$ cat src/sv/gpsm_pkg.sv
// ----------------------------------------------------------------------------
// gpsm_pkg: shared types and constants for the gamepad poll serial master
// Phase and request codes, command bytes, timing reset values, byte count.
// ----------------------------------------------------------------------------
package gpsm_pkg;

  // Bytes kept per poll; the extended answer reads up to this many.
  localparam int unsigned MaxBytes = 9;
  localparam int unsigned MinBytes = 5;
  localparam int unsigned RxIdxW   = $clog2(MaxBytes);

  localparam logic [7:0]  CmdPoll = 8'h01;
  localparam logic [7:0]  CmdRead = 8'h42;
  localparam logic [7:0]  IdExt   = 8'h73;

  localparam logic [15:0] BitHalfReset = 16'd80;
  localparam logic [15:0] ByteGapReset = 16'd12000;

  // Configuration register indexes
  localparam logic CfgBitHalf = 1'b0;
  localparam logic CfgByteGap = 1'b1;

  typedef enum logic [1:0] {
    PH_IDLE = 2'd0,
    PH_LOW  = 2'd1,
    PH_HIGH = 2'd2,
    PH_GAP  = 2'd3
  } phase_e;

  typedef enum logic [1:0] {
    REQ_TICK  = 2'd0,
    REQ_START = 2'd1,
    REQ_QUERY = 2'd2
  } req_e;

  // Command byte sent in exchange number idx
  function automatic logic [7:0] cmd_byte(input logic [3:0] idx);
    logic [7:0] b;
    b = 8'h00;
    if (idx == 4'd0) begin
      b = CmdPoll;
    end else if (idx == 4'd1) begin
      b = CmdRead;
    end
    return b;
  endfunction

endpackage

$ cat src/sv/gamepad_poll_serial_master.sv
// ----------------------------------------------------------------------------
// gamepad_poll_serial_master: tick-timed gamepad poll master
// Drives clock, command and attention for a full duplex LSB-first exchange,
// stores the received bytes and answers button queries.
// ----------------------------------------------------------------------------
//  channel   | direction | tuser         | tdata (lowest bit up)
//  s_axis    | in        | req_type      | data_line, button_byte, button_bit
//  m_axis    | out       | -             | clock_line, command_line,
//            |           |               | attention_line, busy_res,
//            |           |               | poll_done, button_pressed
//  cfg       | in        | write only    | 0 bit_half_ticks, 1 byte_gap_ticks
//
// One transaction per cycle while the output register is not stalled: state updates at
// the accepting edge and the result lands in the output register the same edge.
// Input is taken whenever the output register is empty or being drained.
// Reset idles the poll, clock and attention high, stored bytes zero.
// ----------------------------------------------------------------------------
module gamepad_poll_serial_master (
  input  logic        clk_i,
  input  logic        rst_ni,
  input  logic        s_axis_tvalid_i,
  output logic        s_axis_tready_o,
  input  logic [7:0]  s_axis_tdata_i,   // data_line, button_byte[3:0], button_bit[2:0]
  input  logic [1:0]  s_axis_tuser_i,   // req_type
  output logic        m_axis_tvalid_o,
  input  logic        m_axis_tready_i,
  output logic [7:0]  m_axis_tdata_o,   // clock_line, command_line, attention_line,
                                        // busy_res, poll_done, button_pressed, 2'b0
  input  logic        cfg_we_i,
  input  logic        cfg_addr_i,
  input  logic [15:0] cfg_wdata_i
);

  logic [15:0] bit_half_q, byte_gap_q;

  gpsm_pkg::phase_e phase_q, phase_d;
  logic [3:0]  byte_q, byte_d;
  logic [2:0]  bit_q, bit_d;
  logic [15:0] wait_q, wait_d;
  logic [7:0]  tx_q, tx_d;
  logic [7:0]  rx_q, rx_d;
  logic        clk_line_q, clk_line_d;
  logic        cmd_line_q, cmd_line_d;
  logic        att_line_q, att_line_d;
  logic [7:0]  rcv_q [gpsm_pkg::MaxBytes];

  logic        rcv_we;
  logic        done, pressed;
  logic        accept;
  logic        out_valid_q;
  logic [7:0]  out_data_q;

  logic        data_line;
  logic [3:0]  button_byte;
  logic [2:0]  button_bit;
  logic [15:0] half_len;
  logic [2:0]  bit_nx;
  logic [4:0]  byte_nx;
  logic        ext_id;
  logic        more;
  logic [7:0]  first_tx;

  assign data_line   = s_axis_tdata_i[0];
  assign button_byte = s_axis_tdata_i[4:1];
  assign button_bit  = s_axis_tdata_i[7:5];

  assign s_axis_tready_o = !out_valid_q || m_axis_tready_i;
  assign accept          = s_axis_tvalid_i && s_axis_tready_o;

  assign half_len = (bit_half_q == 16'd0) ? 16'd1 : bit_half_q;
  assign bit_nx   = bit_q + 3'd1;
  assign byte_nx  = {1'b0, byte_q} + 5'd1;
  // byte 1 is stored on this very tick when it is the one finishing
  assign ext_id   = (byte_q == 4'd1) ? (rx_q == gpsm_pkg::IdExt)
                                     : (rcv_q[1] == gpsm_pkg::IdExt);
  assign more     = (byte_nx < 5'(gpsm_pkg::MinBytes)) ||
                    ((byte_nx < 5'(gpsm_pkg::MaxBytes)) && ext_id);

  always_comb begin
    phase_d    = phase_q;
    byte_d     = byte_q;
    bit_d      = bit_q;
    wait_d     = wait_q;
    tx_d       = tx_q;
    rx_d       = rx_q;
    clk_line_d = clk_line_q;
    cmd_line_d = cmd_line_q;
    att_line_d = att_line_q;
    rcv_we     = 1'b0;
    done       = 1'b0;
    pressed    = 1'b0;
    first_tx   = 8'h00;
    if (accept) begin
      case (s_axis_tuser_i)
        gpsm_pkg::REQ_TICK: begin
          case (phase_q)
            gpsm_pkg::PH_LOW: begin
              if (wait_q > 16'd1) begin
                wait_d = wait_q - 16'd1;
              end else begin
                if (data_line) begin
                  rx_d = rx_q | (8'd1 << bit_q);
                end
                clk_line_d = 1'b1;
                wait_d     = half_len;
                phase_d    = gpsm_pkg::PH_HIGH;
              end
            end
            gpsm_pkg::PH_HIGH: begin
              if (wait_q > 16'd1) begin
                wait_d = wait_q - 16'd1;
              end else if (bit_q != 3'd7) begin
                bit_d      = bit_nx;
                cmd_line_d = tx_q[bit_nx];
                clk_line_d = 1'b0;
                wait_d     = half_len;
                phase_d    = gpsm_pkg::PH_LOW;
              end else begin
                rcv_we = (byte_q < 4'(gpsm_pkg::MaxBytes)) ||
                         (gpsm_pkg::MaxBytes == 16);
                wait_d = 16'd0;
                if (more) begin
                  byte_d = byte_nx[3:0];
                  if (byte_gap_q == 16'd0) begin
                    first_tx   = gpsm_pkg::cmd_byte(byte_nx[3:0]);
                    tx_d       = first_tx;
                    rx_d       = 8'h00;
                    bit_d      = 3'd0;
                    cmd_line_d = first_tx[0];
                    clk_line_d = 1'b0;
                    wait_d     = half_len;
                    phase_d    = gpsm_pkg::PH_LOW;
                  end else begin
                    wait_d  = byte_gap_q;
                    phase_d = gpsm_pkg::PH_GAP;
                  end
                end else begin
                  att_line_d = 1'b1;
                  phase_d    = gpsm_pkg::PH_IDLE;
                  done       = 1'b1;
                end
              end
            end
            gpsm_pkg::PH_GAP: begin
              if (wait_q > 16'd1) begin
                wait_d = wait_q - 16'd1;
              end else begin
                first_tx   = gpsm_pkg::cmd_byte(byte_q);
                tx_d       = first_tx;
                rx_d       = 8'h00;
                bit_d      = 3'd0;
                cmd_line_d = first_tx[0];
                clk_line_d = 1'b0;
                wait_d     = half_len;
                phase_d    = gpsm_pkg::PH_LOW;
              end
            end
            default: begin
            end
          endcase
        end
        gpsm_pkg::REQ_START: begin
          // start while a poll runs is dropped
          if (phase_q == gpsm_pkg::PH_IDLE) begin
            first_tx   = gpsm_pkg::cmd_byte(4'd0);
            att_line_d = 1'b0;
            byte_d     = 4'd0;
            tx_d       = first_tx;
            rx_d       = 8'h00;
            bit_d      = 3'd0;
            cmd_line_d = first_tx[0];
            clk_line_d = 1'b0;
            wait_d     = half_len;
            phase_d    = gpsm_pkg::PH_LOW;
          end
        end
        gpsm_pkg::REQ_QUERY: begin
          if (5'(button_byte) < 5'(gpsm_pkg::MaxBytes)) begin
            pressed = !rcv_q[button_byte[gpsm_pkg::RxIdxW-1:0]][button_bit];
          end
        end
        default: begin
        end
      endcase
    end
  end

  always_ff @(posedge clk_i or negedge rst_ni) begin
    if (!rst_ni) begin
      bit_half_q <= gpsm_pkg::BitHalfReset;
      byte_gap_q <= gpsm_pkg::ByteGapReset;
    end else if (cfg_we_i) begin
      case (cfg_addr_i)
        gpsm_pkg::CfgBitHalf: bit_half_q <= cfg_wdata_i;
        gpsm_pkg::CfgByteGap: byte_gap_q <= cfg_wdata_i;
        default: begin
        end
      endcase
    end
  end

  always_ff @(posedge clk_i or negedge rst_ni) begin
    if (!rst_ni) begin
      phase_q    <= gpsm_pkg::PH_IDLE;
      byte_q     <= 4'd0;
      bit_q      <= 3'd0;
      wait_q     <= 16'd0;
      tx_q       <= 8'h00;
      rx_q       <= 8'h00;
      clk_line_q <= 1'b1;
      cmd_line_q <= 1'b0;
      att_line_q <= 1'b1;
    end else begin
      phase_q    <= phase_d;
      byte_q     <= byte_d;
      bit_q      <= bit_d;
      wait_q     <= wait_d;
      tx_q       <= tx_d;
      rx_q       <= rx_d;
      clk_line_q <= clk_line_d;
      cmd_line_q <= cmd_line_d;
      att_line_q <= att_line_d;
    end
  end

  always_ff @(posedge clk_i or negedge rst_ni) begin
    if (!rst_ni) begin
      for (int i = 0; i < gpsm_pkg::MaxBytes; i++) begin
        rcv_q[i] <= 8'h00;
      end
    end else if (rcv_we) begin
      rcv_q[byte_q[gpsm_pkg::RxIdxW-1:0]] <= rx_q;
    end
  end

  // output register
  always_ff @(posedge clk_i or negedge rst_ni) begin
    if (!rst_ni) begin
      out_valid_q <= 1'b0;
    end else if (accept) begin
      out_valid_q <= 1'b1;
    end else if (m_axis_tready_i) begin
      out_valid_q <= 1'b0;
    end
  end

  always_ff @(posedge clk_i) begin
    if (accept) begin
      out_data_q <= {2'b00, pressed, done, (phase_d != gpsm_pkg::PH_IDLE),
                     att_line_d, cmd_line_d, clk_line_d};
    end
  end

  assign m_axis_tvalid_o = out_valid_q;
  assign m_axis_tdata_o  = out_data_q;

endmodule

$ cat config.mk
export PLATFORM = sky130hd
export DESIGN_NAME = gamepad_poll_serial_master
export DESIGN_NICKNAME = d
export VERILOG_FILES = /design/src/sv/gpsm_pkg.sv /design/src/sv/gamepad_poll_serial_master.sv
export SDC_FILE = /design/constraint.sdc
export NUM_CORES = 1
export LEC_CHECK = 0
export BUFFER_PORTS_ARGS = -buffer_cell sky130_fd_sc_hd__buf_4
export CORE_MARGIN = 1.5
export CORE_UTILIZATION = 35
export DETAILED_ROUTE_END_ITERATION = 6
export PLACE_DENSITY = 0.48
export REMOVE_ABC_BUFFERS = 1
export SYNTH_ARGS = -nofsm -noshare
export SYNTH_HDL_FRONTEND = slang
export SYNTH_SLANG_ARGS = --single-unit
export TNS_END_PERCENT = 10
$ cat constraint.sdc
create_clock -name clk_i -period 7.4 [get_ports clk_i]
set_input_delay 0.74 -clock clk_i [delete_from_list [all_inputs] [get_ports clk_i]]
set_output_delay 0.74 -clock clk_i [all_outputs]
set_load 0.02 [all_outputs]
==> metrics.txt, run 1 <==
full die area 0.0231 mm2; Post-Synthesis Cells between 600 and 700; initial antenna violation count 0; Tmin final approximately 3.3 ns; H-tree Lvls 4; top post-synthesis cells by count dfrtp_1, mux2_2, nor2_1, nand2_1, o21ai_0; largest net degree at the start of global routing 80; Synth area leader dfrtp_1; Clk Latency, worst-skew pair 0.43 ns; top_reg_cell synth dfrtp_1; CP Launch Type register; GRT Overall Usage between 10% and 20%; leakage between 3 and 4 nW; Worst Path Required between 7 and 8 ns; critical path start-end classification reg -> reg; first-pass GRT wire length between 30000 and 40000 um; Max Buffers Root-to-Sink 2; status finished clean; Hold Path Class in -> async; DR vias/cell 5.62; Max-Cap Viols 0; Top Usage Layer GRT met2; CP delay by family, top compound AO/OA/AOI/OAI gates; syn_area_per_cell between 10 and 15 um2; Layout area overhead 14.3%; crit share post-route 45.1%; setup_tns 0 ns; Final setup viols 0; M1 GR Usage between 20% and 30%; Max Fclk between 200 and 300 MHz; number of enable flip-flop cells after synthesis 6; DRT Pass-1 Iters 5; number of inserted diodes 0; crit end category register; Die Y 152 um; Num CTS Buffers 17; Rows 54; clock root buffer clkbuf_16; register area share after synthesis between 40% and 50%; CTS tree built; clock skew 0.0140 ns; total gr overflow 0; crit-path cells inv_1, ha_1, nand2b_1, o311ai_1, nand4_1, o211ai_1, and3_1, a21boi_2, nor2_1; simple logic cell fraction of the synthesized area around an eighth; DRT iter0 DRCs 454; synth top area cells dfrtp_1, mux2_2, dfstp_2; layout cells sized above 1 between 30% and 40%; Slew Limit Fails 0; number of I/O pins 42; Post-Synth Adder-Cell Area ~2.9%; RSZ-0062 raised after global routing false; CP arrival between 3 and 4 ns; Starting Density 35.6%; via count between 5000 and 6000; Synth async-reset ratio about 96%; Synth Area in XOR/XNOR 1.24%; GPL Wtd Cong 0.794; PwrDens 277 mW/mm2; Cell variety after synth 73; WHS 0.359 ns; Placeable Area ~0.022 mm2; Worst-Margin Slew between 1 and 1.5 ns; Final HPWL DP about 14000 um; Final nets ~760; yosys warns 0; Yosys reg bits 149; drt wl/cell roughly 19 um; mux cell area share after synthesis between 20% and 30%; share of the synthesized area in the top cell type a little over two fifths; hold_buf cts 0; top-count cell post-synth dfrtp_1; vias in the first global route ~5500; worst rel slew slack between 20% and 30%; Routed WL 19400 um; Antenna Nets Post-Route 0; CP max stage cell dfrtp_1; Crit Path Max Fanout 11; grt met2 use a little over a quarter; Hold Fails Final Rpt 0; setup bufs post-CTS 0; Compound-Gate Fraction of Synth Area between 10 and 15%; Max VDD drop 0.000169 V; synthesized area between 0.007 and 0.008 mm2; CP Buf/Inv Count 1; post_cts resized 0; Filler cells 2061; largest family of logic cells by synthesized area multiplexers; Die X around 150 um; Sink Count roughly 150; clock-pin slew on the worst setup and hold paths 0.07 ns; Port Buffers 39; worst stage delay on the critical path approximately 0.53 ns; DR DRC count 0; met3 GRT Util around 3.4%
[final timing paths]
path / from / end / slack [ns] / cells past startpoint
worst max-delay path: byte_q[0] / rx_q[5] / 4.06 / 9
worst min-delay path: rst_ni / rcv_q[34] / 0.36 / 1
worst max register to register: byte_q[0] / rx_q[5] / 4.06 / 9
worst min register to register: att_line_q / att_line_q / 0.50 / 2
max in group asynchronous: rst_ni / rcv_q[68] / 5.68 / 2
min in group clk_i: att_line_q / att_line_q / 0.50 / 2
[cell usage in the layout, fill, tap and decap left out, drive strengths merged, types with 10 or more instances in the layout]
| master | n |
|---|---|
| dfrtp | 132 |
| mux2 | 108 |
| nor2 | 51 |
| nand2 | 50 |
| buf | 42 |
| o21ai | 36 |
| a21oi | 27 |
| clkbuf | 20 |
| inv | 20 |
| a31oi | 18 |
| ha | 18 |
| nor3 | 16 |
| nor4 | 13 |
| mux2i | 12 |
| mux4 | 12 |
| dfstp | 11 |
| nand3 | 10 |
[final cells by class]
type	instances	area (um2)	share of cell area [%]
clock inverters	12	116	1.31
inverters	14	52.6	0.592
flip-flops and latches	149	3770	42.5
repair buffers	42	319	3.59
well taps	280	350	3.94
clock buffers	20	467	5.25
multi-input cells	488	3810	42.8
[cell families after synthesis]
group / Yosys count
muxes: 132
AOI/OAI and AO/OA: 135
DFF: 149
other: 1
adders and majority gates: 18
and+or+nand+nor: 190
buffers and inverters: 51
xor gates and xnor gates: 11
[flip-flops by register name, summed over array words and instances (netlist names)]
register / cells
byte_q: 4
tx_q: 2
m_axis_tdata_o: 6
rx_q: 8
wait_q: 16
rcv_q: 72
cmd_line_q: 1
byte_gap_q: 16
bit_half_q: 16
bit_q: 3
m_axis_tvalid_o: 1
phase_q: 2
att_line_q: 1
clk_line_q: 1
[stage by stage]
step | total power, W | setup WS [ns] | std cells | utilization, % | instance area (um2)
final | 0.00246 | 4.06 | 1005 | 40.7 | 8880
after global routing | 0.00260 | 3.61 | 1005 | 40.7 | 8880
after CTS | 0.00248 | 4.08 | 1005 | 40.7 | 8880
after detailed placement | 0.00161 | 3.83 | 973 | 38.0 | 8290
after global placement | 0.00159 | 3.96 | 973 | 38.0 | 8290
after floorplan | 0.00141 | 4.71 | 651 | - | 7620
[where the power goes]
group	switching (W)	internal [W]	total, W
clock network	0.000364	0.000496	0.000860
logic	0.000265	0.000210	0.000475
registers	0.000181	0.000941	0.00112
total	0.000810	0.00165	0.00246
[routing by layer]
| layer | part of all wire [%] | wire length [um] |
|---|---|---|
| met5 | 0 | 0 |
| met4 | 1.1 | 223 |
| met3 | 4.3 | 839 |
| met2 | 46 | 8950 |
| met1 | 48 | 9400 |
Power figures use the tool's default switching activity.
==> run 2, diff against run 1 <==
--- a/config.mk
+++ b/config.mk
@@ -5,6 +5,7 @@
 export SDC_FILE = /design/constraint.sdc
 export NUM_CORES = 1
 export LEC_CHECK = 0
+export ABC_AREA = 1
 export BUFFER_PORTS_ARGS = -buffer_cell sky130_fd_sc_hd__buf_4
 export CORE_MARGIN = 1.5
 export CORE_UTILIZATION = 35
==> constraint.sdc (replaced) <==
create_clock -name clk_i -period 3.2 [get_ports clk_i]
set_input_delay 0.32 -clock clk_i [delete_from_list [all_inputs] [get_ports clk_i]]
set_output_delay 0.32 -clock clk_i [all_outputs]
set_load 0.02 [all_outputs]
==> metrics.txt, run 2 <==
status finished clean (unchanged); yosys warns 0 (unchanged); setup bufs post-CTS 0 (unchanged); CTS tree built (unchanged); crit end category register (unchanged); Worst Path Required 3.54 ns (was 7.69 ns); Antenna Nets Post-Route 0 (unchanged); worst rel slew slack 39.6% (was 29.9%); crit-path cells inv_1, ha_1, nand2_1, nor2_2, nand2_1, nand2_1, nand2_2, inv_2, nand2_2, nor3_4, nand3_1, o21ai_0 (was inv_1, ha_1, nand2b_1, o311ai_1, nand4_1, o211ai_1, and3_1, a21boi_2, nor2_1); Levels on crit path 12 (was 9); initial antenna violation count 0 (unchanged); hold path depth 3; most frequent cells in the layout nand2_1, o21ai_0, inv_1 (was dfrtp_1, mux2_2, nor2_1); GRT Overall Usage 20.6% (was 17.2%); largest net degree at the start of global routing 66 (was 80); drt wl/cell 16.4 um (was 19.3 um); first-pass GRT wire length 37900 um (was 31700 um); number of enable flip-flop cells after synthesis 6 (unchanged); Post-Synthesis Cells 1067 (was 687); most frequent CP cell nand2_1; clock root buffer clkbuf_16 (unchanged); Slew Limit Fails 0 (unchanged); H-tree Lvls 4 (unchanged); worst stage delay on the critical path 0.50 ns (was 0.53 ns); number of I/O pins 42 (unchanged); fin util 41.2% (was 40.7%); Cell variety after synth 40 (was 73); Clk Latency, worst-skew pair 0.44 ns (was 0.43 ns); DRT iter0 DRCs 684 (was 454); Worst-Margin Slew 0.904 ns (was 1.04 ns); PwrDens 662 mW/mm2 (was 277 mW/mm2); vias in the first global route 6835 (was 5546); Port Buffers 39 (unchanged); Max Buffers Root-to-Sink 2 (unchanged); layout cells sized above 1 9.88% (was 31.0%); Synth async-reset ratio 96.0% (unchanged); Sink Count 149 (unchanged); Yosys reg bits 149 (unchanged); Max VDD drop 0.000306 V (was 0.000169 V); CP Launch Type register (unchanged); Final HPWL DP 16500 um (was 13600 um); Tmin final 2.74 ns (was 3.34 ns); Num CTS Buffers 17 (unchanged); Die Y 155 um (was 152 um); synthesized area 0.00804 mm2 (was 0.00777 mm2); top post-synthesis cells by count nand2_1, o21ai_0, inv_1, dfrtp_1, nor2_1 (was dfrtp_1, mux2_2, nor2_1, nand2_1, o21ai_0); critical path start-end classification reg -> reg (unchanged); clock skew 0.0130 ns (was 0.0140 ns); CP Buf/Inv Count 2 (was 1); Placeable Area 0.0226 mm2 (was 0.0218 mm2); share of the synthesized area in the top cell type 41.1% (was 42.5%); DR DRC count 0 (unchanged); Setup Slack @ Placement 0.450 ns (was 3.83 ns); WHS 0.0814 ns (was 0.359 ns); full die area 0.0239 mm2 (was 0.0231 mm2); top_reg_cell synth dfrtp_1 (unchanged); number of inserted diodes 0 (unchanged); post-route cell area 0.00931 mm2 (was 0.00888 mm2); CP max stage cell nand3_1 (was dfrtp_1); Reg2Reg Depth 12 (was 9); total gr overflow 0 (unchanged); Biggest register rcv_q (unchanged); Hold Path Class in -> reg (was in -> async); Rows 55 (was 54); syn_area_per_cell 7.54 um2 (was 11.3 um2); Final nets 1162 (was 762); CP arrival 3.08 ns (was 3.62 ns); Final setup viols 0 (unchanged); Max-Cap Viols 0 (unchanged); DRT Pass-1 Iters 5 (unchanged); Post-Place Cell Area 0.00872 mm2 (was 0.00829 mm2); Max Fclk 365 MHz (was 300 MHz); via count 7071 (was 5649); RSZ-0062 raised after global routing false (unchanged); crit share post-route 85.6% (was 45.1%); Routed WL 23100 um (was 19400 um); DR vias/cell 5.02 (was 5.62); synth top area cells dfrtp_1, nand2_1, o21ai_0 (was dfrtp_1, mux2_2, dfstp_2); Layout area overhead 15.7% (was 14.3%); leakage 4.46 nW (was 3.86 nW); Hold Fails Final Rpt 0 (unchanged); Synth area leader dfrtp_1 (unchanged); CP delay by family, top simple AND/OR/NAND/NOR gates (was compound AO/OA/AOI/OAI gates); register area share after synthesis 46.9% (was 48.5%); Crit Path Max Fanout 16 (was 11); top-count cell post-synth nand2_1 (was dfrtp_1); Starting Density 35.6% (about the same); Die X 155 um (was 152 um); GPL Wtd Cong 0.864 (was 0.794); max FFs per register 72 (unchanged); setup_tns 0 ns (unchanged); most common cell after layout, fill and taps aside nand2_1 (was dfrtp_1); Final WS setup 0.462 ns (was 4.06 ns); clock-pin slew on the worst setup and hold paths 0.07 ns (about the same)
run 2: final cells by class:
| type | count | area (um2) |
|---|---|---|
| fillers | 2372 | 13300 |
| flip-flops and latches | 149 | 3770 |
| multi-input cells | 729 | 3550 |
| inverters | 156 | 586 |
| repair buffers | 59 | 462 |
| clock buffers | 18 | 439 |
| well taps | 285 | 357 |
| clock inverters | 13 | 139 |
run 2: routing by layer:
metal  wire length, um  track usage, %  part of all wire, %
met1             11700            29.7                   51
met4               225            5.45                 0.97
met2             10300            31.9                   45
met3               843            3.45                  3.6
met5                 0               0                    0
run 2: cells by family after synthesis:
| logic type | Yosys count | synth area share [%] |
|---|---|---|
| AOI/OAI and AO/OA | 255 | 17.2 |
| xor gates and xnor gates | 11 | 1.20 |
| adders and majority gates | 18 | 2.80 |
| buffers and inverters | 190 | 8.96 |
| DFF | 149 | 46.9 |
| muxes | 1 | 0.124 |
| other | 1 | 0.0466 |
| and+or+nand+nor | 442 | 22.7 |
run 2: timing repair:
action                                 4_1_cts  5_1_grt
hold buffers                                 1        0
setup endpoints to repair                    0        0
endpoints found under the hold margin       63        0
resized for setup                            0        0
run 2: where the power goes:
group / internal [W] / switching, W
Clock: 0.00111 / 0.000904
Sequential: 0.00219 / 0.000298
Combinational: 0.000554 / 0.00110
Total: 0.00386 / 0.00230
run 2: path summary, 6_finish.rpt:
path                            startpoint              end  slack [ns]
setup / recovery                 wait_q[0]        rcv_q[52]        0.46
hold reg to reg                  rcv_q[52]        rcv_q[52]        0.48
setup reg to reg                 wait_q[0]        rcv_q[52]        0.46
min in group asynchronous           rst_ni        rcv_q[41]        0.46
hold / removal             s_axis_tvalid_i  m_axis_tvalid_o        0.08
max in group asynchronous           rst_ni       att_line_q        1.93
run 2: worst reg2reg max path: stages, from the launching register on:
cell	delay (ns)
dfrtp_1	0.41
inv_1	0.12
ha_1	0.21
nand2_1	0.10
nor2_2	0.16
nand2_1	0.13
nand2_1	0.11
nand2_2	0.06
inv_2	0.13
nand2_2	0.12
nor3_4	0.27
nand3_1	0.50
o21ai_0	0.33
run 2: per-stage QoR:
stage               total power (W)  cells
finish                      0.00616   1409
global route                0.00657   1409
CTS                         0.00621   1409
detailed placement          0.00417   1377
global placement            0.00420   1377
floorplan                   0.00356   1034
==> run 3, diff against run 2 <==
--- a/config.mk
+++ b/config.mk
@@ -5,7 +5,6 @@
 export SDC_FILE = /design/constraint.sdc
 export NUM_CORES = 1
 export LEC_CHECK = 0
-export ABC_AREA = 1
 export BUFFER_PORTS_ARGS = -buffer_cell sky130_fd_sc_hd__buf_4
 export CORE_MARGIN = 1.5
 export CORE_UTILIZATION = 35
==> metrics.txt, run 3 (same netlist as run 1, synthesis figures left out) <==
status finished clean (unchanged); CP arrival 3.29 ns (was 3.08 ns); max FFs per register 72 (unchanged); full die area 0.0231 mm2 (was 0.0239 mm2); via count 5678 (was 7071); DR vias/cell 5.57 (was 5.02); FF-to-FF setup slack 0.22 ns (was 0.46 ns); initial antenna violation count 0 (unchanged); Num CTS Buffers 17 (unchanged); H-tree Lvls 4 (unchanged); CTS tree built (unchanged); clock skew 0.0126 ns (was 0.0130 ns); Reg2Reg Depth 9 (was 12); Placeable Area 0.0218 mm2 (was 0.0226 mm2); Clk Latency, worst-skew pair 0.43 ns (was 0.44 ns); GRT Overall Usage 18.0% (was 20.6%); Slew Limit Fails 0 (unchanged); Hold Fails Final Rpt 0 (unchanged); clock root buffer clkbuf_16 (unchanged); Worst Path Required 3.50 ns (was 3.54 ns); Layout area overhead 16.3% (was 15.7%); Final nets 777 (was 1162); Combinational Power Share 19.5% (was 26.8%); Seq. cell area 0.00377 mm2 (unchanged); setup bufs post-CTS 0 (unchanged); Setup Slack @ Placement 0.223 ns (was 0.450 ns); Sink Count 149 (unchanged); crit end category register (unchanged); drt wl/cell 19.8 um (was 16.4 um); critical path start-end classification reg -> reg (unchanged); Clock power frac 35.4% (was 32.7%); Psw 0.00186 W (was 0.00230 W); Hold Path Class in -> reg (unchanged); Starting Density 35.6% (about the same); Max Buffers Root-to-Sink 2 (unchanged); Final WS setup 0.215 ns (was 0.462 ns); Final HPWL DP 14100 um (was 16500 um); PwrDens 639 mW/mm2 (was 662 mW/mm2); Antenna Nets Post-Route 0 (unchanged); Final setup viols 0 (unchanged); DRT Pass-1 Iters 5 (unchanged); GPL Wtd Cong 0.830 (was 0.864); DR DRC count 0 (unchanged); Multi-input gate area 0.00381 mm2 (was 0.00355 mm2); total gr overflow 0 (unchanged); most frequent cells in the layout dfrtp_1, mux2_2, buf_4 (was nand2_1, o21ai_0, inv_1); most common cell after layout, fill and taps aside dfrtp_1 (was nand2_1); Max VDD drop 0.000340 V (was 0.000306 V); worst rel slew slack 49.8% (was 39.6%); setup_tns 0 ns (unchanged); layout cells sized above 1 32.2% (was 9.88%); Biggest register rcv_q (unchanged); leakage 3.94 nW (was 4.46 nW); largest net degree at the start of global routing 77 (was 66); sw frac 32.2% (was 37.3%); Rows 54 (was 55); DRT iter0 DRCs 514 (was 684); Int Power 0.00392 W (was 0.00386 W); Die Y 152 um (was 155 um); number of inserted diodes 0 (unchanged); Crit Path Max Fanout 8 (was 16); Die X 152 um (was 155 um); Routed WL 20200 um (was 23100 um); Filler cells 2064 (was 2372); Worst-Margin Slew 0.753 ns (was 0.904 ns); clock-pin slew on the worst setup and hold paths 0.06 ns (was 0.07 ns); Max-Cap Viols 0 (unchanged); Port Buffers 39 (unchanged); crit share post-route 93.3% (was 85.6%); RSZ-0062 raised after global routing true (was false); hold path depth 2 (was 3); vias in the first global route 5841 (was 6835); WHS Endpoint m_axis_tvalid_o (unchanged); worst reg2reg endpoint rcv_q[54] (was rcv_q[52]); hold_sp s_axis_tvalid_i (unchanged); CP Launch Type register (unchanged); Max Fclk 335 MHz (was 365 MHz); first-pass GRT wire length 32900 um (was 37900 um); part of the power in registers 45.1% (was 40.5%); number of I/O pins 42 (unchanged); Tmin final 2.98 ns (was 2.74 ns); RR Startpoint wait_q[1] (was wait_q[0])
-- run 3: changes by cell type in the layout (fill, tap and decap cells not counted), moves of 17 or more --
| cell | delta |
|---|---|
| inv_1 | -139 |
| a21oi_1 | -18 |
| nor2_1 | -26 |
| nand2_1 | -221 |
| o21ai_0 | -134 |
| a31oi_1 | +17 |
| mux2_2 | +108 |
| nand3_1 | -62 |
-- run 3: routing by layer --
metal,part of all wire [%],vias to the layer above,global-route usage (%)
li1,-,2622,-
met1,48,2876,25.8
met2,47,155,27.4
met3,3.9,25,3.14
met4,1.3,0,6.66
met5,0,-,0
-- run 3: per-stage QoR --
stage	instance area (um2)	hold slack, ns	utilization (%)	total power, W	cells
2_1_floorplan	7620	0.0244	-	0.00327	651
3_3_place_gp	8410	0.409	38.5	0.00371	987
3_5_place_dp	8410	0.416	38.5	0.00375	987
4_1_cts	9030	0.0873	41.4	0.00582	1020
5_1_grt	9040	0.122	41.4	0.00611	1020
6_report	9040	0.103	41.4	0.00578	1020
-- run 3: power by group through the flow --
stage	clock network, W	logic [W]	registers [W]
finish	0.00204	0.00113	0.00261
global route	0.00218	0.00127	0.00265
CTS	0.00209	0.00112	0.00260
detailed placement	0	0.00111	0.00264
global placement	0	0.00109	0.00262
floorplan	0	0.000789	0.00248
-- run 3: worst max-delay path, cell delays in order (launching register included) --
cell and delay, ns:
dfrtp_1 0.40, inv_1 0.11, ha_1 0.30, o21bai_1 0.17, nor4_4 0.38, nand2_1 0.15
or3_4 0.43, nor3_2 0.18, nand2_1 0.36, mux2_2 0.39
-- run 3: timing repair --
action / CTS / global route
setup endpoints to repair: 0 / 41
hold buffers: 1 / 0
endpoints found under the hold margin: 69 / 0
resized for setup: 0 / 2
-- run 3: worst max-delay path by stage --
stage / slack (ns) / start / cells after the start / endpoint
floorplan: 0.58 / byte_q[0] / 9 / rx_q[0]
finish: 0.22 / wait_q[1] / 9 / rcv_q[54]
global placement: 0.24 / wait_q[1] / 9 / rcv_q[44]
CTS: 0.20 / byte_q[0] / 9 / wait_q[1]
global route: -0.02 / wait_q[0] / 9 / rcv_q[11]
detailed placement: 0.22 / byte_q[0] / 9 / rx_q[7]
-- run 3: layout make-up --
cell class,count,area share [%]
clock buffers,22,5.37
clock inverters,10,1.32
inverters,14,0.582
multi-input cells,488,42.2
flip-flops and latches,149,41.7
well taps,280,3.88
repair buffers,57,4.94
